File: src/abmg_pkg.sv
// Shared types and constants for the adjacency bit matrix graph block.
// Used by abmg_rows and adjacency_bit_matrix_graph_top; depends on nothing else.
`default_nettype none

package abmg_pkg;

  localparam int MAX_VERTICES_DEF = 32;
  localparam int INDEX_SPAN       = 32;
  localparam int ACT_W            = 3;
  localparam int VTX_W            = 5;
  localparam int CNT_W            = 6;
  localparam int STATUS_W         = 2;
  localparam int TOTAL_W          = 10;

  localparam logic [TOTAL_W-1:0] TOTAL_MAX = '1;

  // Request action codes; six and seven are ignored.
  localparam logic [ACT_W-1:0] ACT_ADD    = 3'd0;
  localparam logic [ACT_W-1:0] ACT_REMOVE = 3'd1;
  localparam logic [ACT_W-1:0] ACT_CHECK  = 3'd2;
  localparam logic [ACT_W-1:0] ACT_DEGREE = 3'd3;
  localparam logic [ACT_W-1:0] ACT_SUCC   = 3'd4;
  localparam logic [ACT_W-1:0] ACT_PRED   = 3'd5;

  localparam logic [STATUS_W-1:0] ST_OK        = 2'd0;
  localparam logic [STATUS_W-1:0] ST_RANGE     = 2'd1;
  localparam logic [STATUS_W-1:0] ST_SELF_LOOP = 2'd2;

  typedef struct packed {
    logic [ACT_W-1:0] action;
    logic [VTX_W-1:0] vertex_a;
    logic [VTX_W-1:0] vertex_b;
  } req_t;

  typedef struct packed {
    logic [STATUS_W-1:0] status;
    logic                edge_present;
    logic [CNT_W-1:0]    degree;
    logic [VTX_W-1:0]    found_vertex;
    logic                found_valid;
    logic                last;
    logic [TOTAL_W-1:0]  edge_total;
  } rsp_t;

  // Write request into the row store.
  typedef struct packed {
    logic                  en;
    logic [VTX_W-1:0]      addr;
    logic [INDEX_SPAN-1:0] data;
  } row_wr_t;

  typedef enum logic [2:0] {
    S_IDLE,
    S_EXEC,
    S_SCAN,
    S_FINISH
  } state_t;

endpackage

`default_nettype wire

File: src/abmg_rows.sv
// Adjacency row store: one row of edge bits per vertex, cleared at reset.
// One registered read port and one write port; uses abmg_pkg.
`default_nettype none

module abmg_rows #(
  parameter int ROWS = abmg_pkg::MAX_VERTICES_DEF
) (
  input  wire                          clk,
  input  wire                          rst,
  input  wire logic [$clog2(ROWS)-1:0] rd_addr,
  output logic [ROWS-1:0]              rd_data,
  input  wire abmg_pkg::row_wr_t       wr
);

  localparam int IW = $clog2(ROWS);

  logic [ROWS-1:0] rows [ROWS];

  always_ff @(posedge clk) begin
    if (rst) begin
      for (int r = 0; r < ROWS; r++) begin
        rows[r] <= '0;
      end
    end else if (wr.en) begin
      rows[wr.addr[IW-1:0]] <= wr.data[ROWS-1:0];
    end
  end

  always_ff @(posedge clk) begin
    rd_data <= rows[rd_addr];
  end

endmodule

`default_nettype wire

File: src/adjacency_bit_matrix_graph_top.sv
// Top level of the adjacency bit matrix graph block: sequencer, scan unit and
// result register. Uses abmg_pkg and abmg_rows.
//
// Usage:
//   cfg    - write channel for vertex_count; always ready. Write it only while
//            the block is idle. Counts above the vertex limit are saturated.
//   req    - one request per handshake: add, remove, check, degree, list
//            successors or list predecessors. req_ready is high only while the
//            sequencer is idle.
//   rsp    - results in order through a single output register. A listing
//            gives one result per vertex found, ascending, the final one with
//            last set, or one empty result if none is found; every other request gives exactly one result.
// Sequencing: add, remove, check and ignored codes load their result from the
//   execute state and return to idle, after which the next request can be
//   accepted. Degree and listings step one vertex per cycle through the shared
//   scan counter, holding while a found vertex waits for the output register.
// The next request is accepted while a result still waits in the output
//   register; the sequencer stalls when the receiver has not taken the previous
//   result and it must load a new one or leave the execute state.
// Reset clears the adjacency rows, the edge count and vertex_count at once.
`default_nettype none

module adjacency_bit_matrix_graph_top #(
  parameter int MAX_VERTICES = abmg_pkg::MAX_VERTICES_DEF
) (
  input  wire                               clk,
  input  wire                               rst,
  input  wire                               cfg_valid,
  output logic                              cfg_ready,
  input  wire logic [abmg_pkg::CNT_W-1:0]   cfg_data,
  input  wire                               req_valid,
  output logic                              req_ready,
  input  wire abmg_pkg::req_t               req,
  output logic                              rsp_valid,
  input  wire                               rsp_ready,
  output abmg_pkg::rsp_t                    rsp
);

  localparam int VL = (MAX_VERTICES < abmg_pkg::INDEX_SPAN) ?
                      MAX_VERTICES : abmg_pkg::INDEX_SPAN;
  localparam int IW = $clog2(VL);
  localparam logic [abmg_pkg::CNT_W-1:0] VL_N = abmg_pkg::CNT_W'(VL);

  abmg_pkg::state_t  state, state_next;
  abmg_pkg::req_t    cur;
  abmg_pkg::rsp_t    out_next;
  abmg_pkg::row_wr_t wr;

  logic [abmg_pkg::CNT_W-1:0]   vertex_count;
  logic [abmg_pkg::CNT_W-1:0]   n_act;
  logic [abmg_pkg::TOTAL_W-1:0] edge_cnt, edge_cnt_next;
  logic [VL-1:0]                rd_data, mask;
  logic [IW-1:0]                rd_addr;
  logic [abmg_pkg::CNT_W-1:0]   idx, idx_inc, deg;
  logic [abmg_pkg::VTX_W-1:0]   pend_vtx;
  logic                         pend_valid;

  logic accept, out_free, out_load, scan_adv, hit, last_step;
  logic a_ok, both_ok, row_bit, is_scan_op;

  abmg_rows #(.ROWS(VL)) u_rows (
    .clk     (clk),
    .rst     (rst),
    .rd_addr (rd_addr),
    .rd_data (rd_data),
    .wr      (wr)
  );

  assign cfg_ready = 1'b1;
  assign req_ready = (state == abmg_pkg::S_IDLE);
  assign accept    = req_valid && req_ready;
  assign out_free  = !rsp_valid || rsp_ready;

  assign n_act   = (vertex_count < VL_N) ? vertex_count : VL_N;
  assign a_ok    = {1'b0, cur.vertex_a} < n_act;
  assign both_ok = a_ok && ({1'b0, cur.vertex_b} < n_act);
  assign mask    = VL'(1) << cur.vertex_b[IW-1:0];
  assign row_bit = rd_data[cur.vertex_b[IW-1:0]];

  assign is_scan_op = (cur.action == abmg_pkg::ACT_DEGREE) ||
                      (cur.action == abmg_pkg::ACT_SUCC) ||
                      (cur.action == abmg_pkg::ACT_PRED);

  // The row of vertex_a is read at accept and stays addressed for every
  // request but a predecessor listing. That one reads the row of each vertex
  // under test, addressed in the cycle before the test.
  always_comb begin
    priority if (state == abmg_pkg::S_IDLE) begin
      rd_addr = req.vertex_a[IW-1:0];
    end else if (cur.action != abmg_pkg::ACT_PRED) begin
      rd_addr = cur.vertex_a[IW-1:0];
    end else if (scan_adv) begin
      rd_addr = idx_inc[IW-1:0];
    end else begin
      rd_addr = idx[IW-1:0];
    end
  end

  assign idx_inc   = idx + abmg_pkg::CNT_W'(1);
  assign last_step = (idx_inc == n_act);
  assign hit       = (cur.action == abmg_pkg::ACT_PRED) ? rd_data[cur.vertex_a[IW-1:0]]
                                                        : rd_data[idx[IW-1:0]];

  always_comb begin
    state_next = state;
    unique case (state)
      abmg_pkg::S_IDLE: begin
        if (accept) state_next = abmg_pkg::S_EXEC;
      end
      abmg_pkg::S_EXEC: begin
        if (out_free) begin
          state_next = (is_scan_op && a_ok) ? abmg_pkg::S_SCAN : abmg_pkg::S_IDLE;
        end
      end
      abmg_pkg::S_SCAN: begin
        if (scan_adv && last_step) state_next = abmg_pkg::S_FINISH;
      end
      abmg_pkg::S_FINISH: begin
        if (out_free) state_next = abmg_pkg::S_IDLE;
      end
      default: state_next = abmg_pkg::S_IDLE;
    endcase
  end

  always_comb begin
    out_load      = 1'b0;
    out_next      = '0;
    out_next.last = 1'b1;
    wr            = '0;
    edge_cnt_next = edge_cnt;
    scan_adv      = 1'b0;
    unique case (state)
      abmg_pkg::S_EXEC: begin
        if (out_free) begin
          out_load = 1'b1;
          unique case (cur.action)
            abmg_pkg::ACT_ADD: begin
              if (!both_ok) begin
                out_next.status = abmg_pkg::ST_RANGE;
              end else if (cur.vertex_a == cur.vertex_b) begin
                out_next.status = abmg_pkg::ST_SELF_LOOP;
              end else if (!row_bit) begin
                wr.en   = 1'b1;
                wr.addr = cur.vertex_a;
                wr.data = abmg_pkg::INDEX_SPAN'(rd_data | mask);
                if (edge_cnt != abmg_pkg::TOTAL_MAX) begin
                  edge_cnt_next = edge_cnt + abmg_pkg::TOTAL_W'(1);
                end
              end
            end
            abmg_pkg::ACT_REMOVE: begin
              if (!both_ok) begin
                out_next.status = abmg_pkg::ST_RANGE;
              end else if (row_bit) begin
                wr.en   = 1'b1;
                wr.addr = cur.vertex_a;
                wr.data = abmg_pkg::INDEX_SPAN'(rd_data & ~mask);
                if (edge_cnt != '0) begin
                  edge_cnt_next = edge_cnt - abmg_pkg::TOTAL_W'(1);
                end
              end
            end
            abmg_pkg::ACT_CHECK: begin
              if (!both_ok) out_next.status = abmg_pkg::ST_RANGE;
              else          out_next.edge_present = row_bit;
            end
            abmg_pkg::ACT_DEGREE, abmg_pkg::ACT_SUCC, abmg_pkg::ACT_PRED: begin
              // In range: no result yet, the scan follows.
              if (!a_ok) out_next.status = abmg_pkg::ST_RANGE;
              else       out_load = 1'b0;
            end
            default: ;
          endcase
        end
      end
      abmg_pkg::S_SCAN: begin
        // A found vertex is held back until the next one turns up, so that
        // the final result of a listing can carry last.
        if (cur.action != abmg_pkg::ACT_DEGREE && hit && pend_valid) begin
          if (out_free) begin
            out_load              = 1'b1;
            out_next.found_vertex = pend_vtx;
            out_next.found_valid  = 1'b1;
            out_next.last         = 1'b0;
            scan_adv              = 1'b1;
          end
        end else begin
          scan_adv = 1'b1;
        end
      end
      abmg_pkg::S_FINISH: begin
        if (out_free) begin
          out_load = 1'b1;
          if (cur.action == abmg_pkg::ACT_DEGREE) begin
            out_next.degree = deg;
          end else if (pend_valid) begin
            out_next.found_vertex = pend_vtx;
            out_next.found_valid  = 1'b1;
          end
        end
      end
      default: ;
    endcase
    out_next.edge_total = edge_cnt_next;
  end

  always_ff @(posedge clk) begin
    if (rst) begin
      state        <= abmg_pkg::S_IDLE;
      rsp_valid    <= 1'b0;
      vertex_count <= '0;
      edge_cnt     <= '0;
      pend_valid   <= 1'b0;
    end else begin
      state    <= state_next;
      edge_cnt <= edge_cnt_next;
      if (cfg_valid && cfg_ready) vertex_count <= cfg_data;
      if (out_load)       rsp_valid <= 1'b1;
      else if (rsp_ready) rsp_valid <= 1'b0;
      if (accept) begin
        pend_valid <= 1'b0;
      end else if (scan_adv && hit) begin
        pend_valid <= 1'b1;
      end
    end
  end

  always_ff @(posedge clk) begin
    if (accept) begin
      cur <= req;
      idx <= '0;
      deg <= '0;
    end else if (scan_adv) begin
      idx <= idx_inc;
      deg <= deg + abmg_pkg::CNT_W'(hit);
      if (hit) pend_vtx <= idx[abmg_pkg::VTX_W-1:0];
    end
    if (out_load) rsp <= out_next;
  end

endmodule

`default_nettype wire

File: config.mk
export PLATFORM = sky130hd
export DESIGN_NAME = adjacency_bit_matrix_graph_top
export DESIGN_NICKNAME = d
export VERILOG_FILES = /design/src/abmg_pkg.sv /design/src/abmg_rows.sv /design/src/adjacency_bit_matrix_graph_top.sv
export SDC_FILE = /design/constraint.sdc
export NUM_CORES = 2
export LEC_CHECK = 0
export ABC_AREA = 1
export BUFFER_PORTS_ARGS = -buffer_cell sky130_fd_sc_hd__buf_2
export CORE_MARGIN = 3
export CORE_UTILIZATION = 42
export DETAILED_ROUTE_END_ITERATION = 8
export PLACE_DENSITY = 0.53
export SETUP_SLACK_MARGIN = 0.1
export SLEW_MARGIN = 10
export SYNTH_ARGS = -nofsm -noshare
export SYNTH_HDL_FRONTEND = slang
export SYNTH_SLANG_ARGS = --single-unit
File: constraint.sdc
create_clock -name clk -period 4.8 [get_ports clk]
set_input_delay 0.24 -clock clk [delete_from_list [all_inputs] [get_ports clk]]
set_output_delay 0.24 -clock clk [all_outputs]
set_load 0.01 [all_outputs]
==> impl_metrics.tcl <==
set metrics [dict create \
    status "completed" \
    powerDensity_nw_per_um2 441 \
    ys_seq_elements 1132 \
    fmaxAchievable_ghz 0.224 \
    fin_tns_setup_ns 0 \
    firstDrtPassIters 8 \
    final-seq-area_sq_um 33400 \
    hold_violations 0 \
    cts.htree.levels 4 \
    worst_pin_slew_ns 1.01 \
    grt_max_degree 125 \
    avgSynthCellArea_sq_um 8.91 \
    power.share.clock 0.346 \
    drive_gt1_frac 0.0814 \
    grtUsageTotal 0.267 \
    power_frac_comb 0.236 \
    antenna_found_initial 2 \
    start_kind "register" \
    wire_per_inst_um 23.0 \
    ios 53 \
    rsz0062_at_grt "no" \
    clkLatencyLatePin_ns 0.78 \
    clock_path_buffers 3 \
    nFillCells 12362 \
    p_leak_nw 24.8 \
    start_util 0.426 \
    place_congestion 0.923 \
    fp.coreArea_sq_um 130000 \
    gr-total-overflow 0 \
    die_h_um 370 \
    ys.flop_type "edfxtp_1" \
    finClkSkew_ns 0.0246 \
    relSlewSlack 0.322 \
    crit_required_ns 5.45 \
    vias 43977 \
    nNetsFinal 6232 \
    grt_pass1_vias 41329 \
    seq_power_share 0.418 \
    switching_share 0.330 \
    syn-instance-count 6240 \
    finalInstanceArea_sq_um 62900 \
    fin_crit_ns 4.46 \
    multi_input_area_sq_um 17800 \
    worst_ep_arrival_time_ns 5.11 \
    layout_setup_ws_ns 0.337 \
    dp_hpwl_um 112000 \
    instances_no_fill 8030 \
    synth_cell_type_count 42 \
    dp_slack_ns 0.422 \
    maxCapViolations 0 \
    post_cts_buffers 0 \
    final_antenna_net_count 0 \
    syn2layout_area_growth_pct 13.2 \
    crit_fanout 43 \
    yosysWarnings 0 \
    drcViolationCount 0 \
    cts_made_buffers 130 \
    root_buffer "clkbuf_16" \
    drt-initial-drc-count 5038 \
    fin_crit_sh 0.930 \
    port_buffers 51 \
    finalSetupViolCount 0 \
    syn-cell-area_sq_um 55600 \
    grt_pass1_wl_um 273000 \
    max-vdd-ir-drop_v 0.000222 \
    n_antenna_cell 0 \
    num_rows 132 \
    cts_tree "yes" \
    die-width_um 370 \
    min_path_type "input port to register" \
    slew_viol_final 0 \
    final_common_cell "nand2_1" \
    die-area_sq_um 137000 \
    final_cell_mix "nand2_1 (1251), nand3_1 (1177), nor2_1 (1102)" \
    ys_seq_area_frac 0.600 \
    endpoint_kind "register" \
    switchingPower_w 0.00915 \
    viasPerCell 5.48 \
    wl_um 184000 \
    utilization 0.482 \
    critical_path_class "register to register" \
    cts_sinks 1132 \
    dp.cells 7766 \
    async_reset_ff_frac 0 \
    synth_edf_count 1068 \
    synth_nets 6281 \
    p_int_w 0.0186 \
    clkTransAtPathRegs_ns 0.05 \
    place_area_sq_um 58500 \
]
## flip-flops by register name, indices dropped and copies added, names as in the netlist
register        flops
rsp                26
rsp_valid           1
edge_cnt           10
cur                13
state               2
u_rows.rd_data     32
idx                 6
deg                 6
u_rows.rows      1024
pend_valid          1
pend_vtx            5
vertex_count        6
## final cells by class
type,instances,share of cell area
Timing Repair Buffer,326,0.0500
Multi-Input combinational cell,3945,0.282
Inverter,656,0.0391
Tap cell,1742,0.0346
Clock buffer,174,0.0570
Sequential cell,1132,0.530
Clock inverter,55,0.00733
## power by group through the flow
stage | combinational [W] | clock (W) | sequential, W
floorplan | 0.00384 | 0 | 0.0116
global placement | 0.00643 | 0 | 0.0118
detailed placement | 0.00645 | 0 | 0.0118
CTS | 0.00649 | 0.00980 | 0.0116
global route | 0.00709 | 0.0102 | 0.0116
finish | 0.00655 | 0.00962 | 0.0116
## worst max-delay path: stages, from the launching register on
cell      delay (ns)
edfxtp_1        0.47
inv_1           0.48
nand3_1         0.16
nand3_1         0.13
nand2_1         0.09
nand2_1         0.07
nand3_1         0.13
nand3_1         0.13
nand2_1         0.16
nand3_2         0.14
nand2_1         0.12
nand2_1         0.11
nand3_1         0.17
nand2_8         0.17
buf_12          0.28
buf_4           0.53
nand3b_1        0.16
nand3_1         0.11
nand3_1         0.19
nand3_1         0.19
nand2_1         0.16
nand2_1         0.10
nand2_1         0.06
## path summary, 6_finish.rpt
check,start,to,slack [ns],cells past startpoint
hold / removal,req[4],cur[4],0.20,2
setup reg to reg,cur[6],u_rows.rd_data[0],0.34,22
setup / recovery,cur[6],u_rows.rd_data[0],0.34,22
hold reg to reg,deg[5],deg[5],0.47,2
## logic make-up (layout without fill, tap and decap cells)
group	count (synthesis)	count (layout)	share of synthesized area
AO/OA/AOI/OAI	145	145	0.0160
XOR/XNOR	16	16	0.00252
adder cells (fa/ha/maj)	17	17	0.00383
buffers and inverters	1163	1211	0.0829
flip-flops	1132	1132	0.600
other	1	1	0.0000675
AND/OR/NAND/NOR	3766	3766	0.295
## what timing repair did
| action | in CTS | in global routing |
|---|---|---|
| gates resized for setup | 0 | 2 |
| hold endpoints to repair | 37 | 0 |
| hold buffers | 35 | 0 |
| setup endpoints to repair | 0 | 38 |
## routing by layer
layer | GRT usage | wire, um
met5 | 0 | 0
met4 | 0.0948 | 6280
met3 | 0.0453 | 15000
met2 | 0.403 | 81300
met1 | 0.389 | 81900
## stage by stage
step | hold WS, ns | total power, W
floorplan | 0.339 | 0.0155
global placement | 0.423 | 0.0182
detailed placement | 0.426 | 0.0182
CTS | 0.151 | 0.0279
global route | 0.179 | 0.0289
finish | 0.202 | 0.0278
## synthesized netlist by cell type (3+ instances only)
library cell	number	area share
nor3_1	12	0.0011
inv_2	9	0.00061
nand2_2	4	0.00045
o211ai_1	39	0.0053
dfxtp_1	64	0.023
nand3b_1	161	0.022
a21oi_1	33	0.0030
xor2_1	13	0.0020
clkinv_1	5	0.00034
o21a_1	3	0.00041
xnor2_1	3	0.00047
nand4_1	30	0.0034
nand2_1	1267	0.086
buf_4	3	0.00041
inv_1	642	0.043
clkbuf_1	285	0.019
buf_1	32	0.0022
edfxtp_1	1068	0.58
nor4_1	4	0.00045
nand3_1	1177	0.11
o21ai_1	4	0.00036
a211oi_1	4	0.00054
o22ai_1	8	0.00090
buf_2	187	0.017
nor2_1	1103	0.074
ha_1	17	0.0038
o21ai_0	42	0.0038
(Power assumes the default switching activity.)
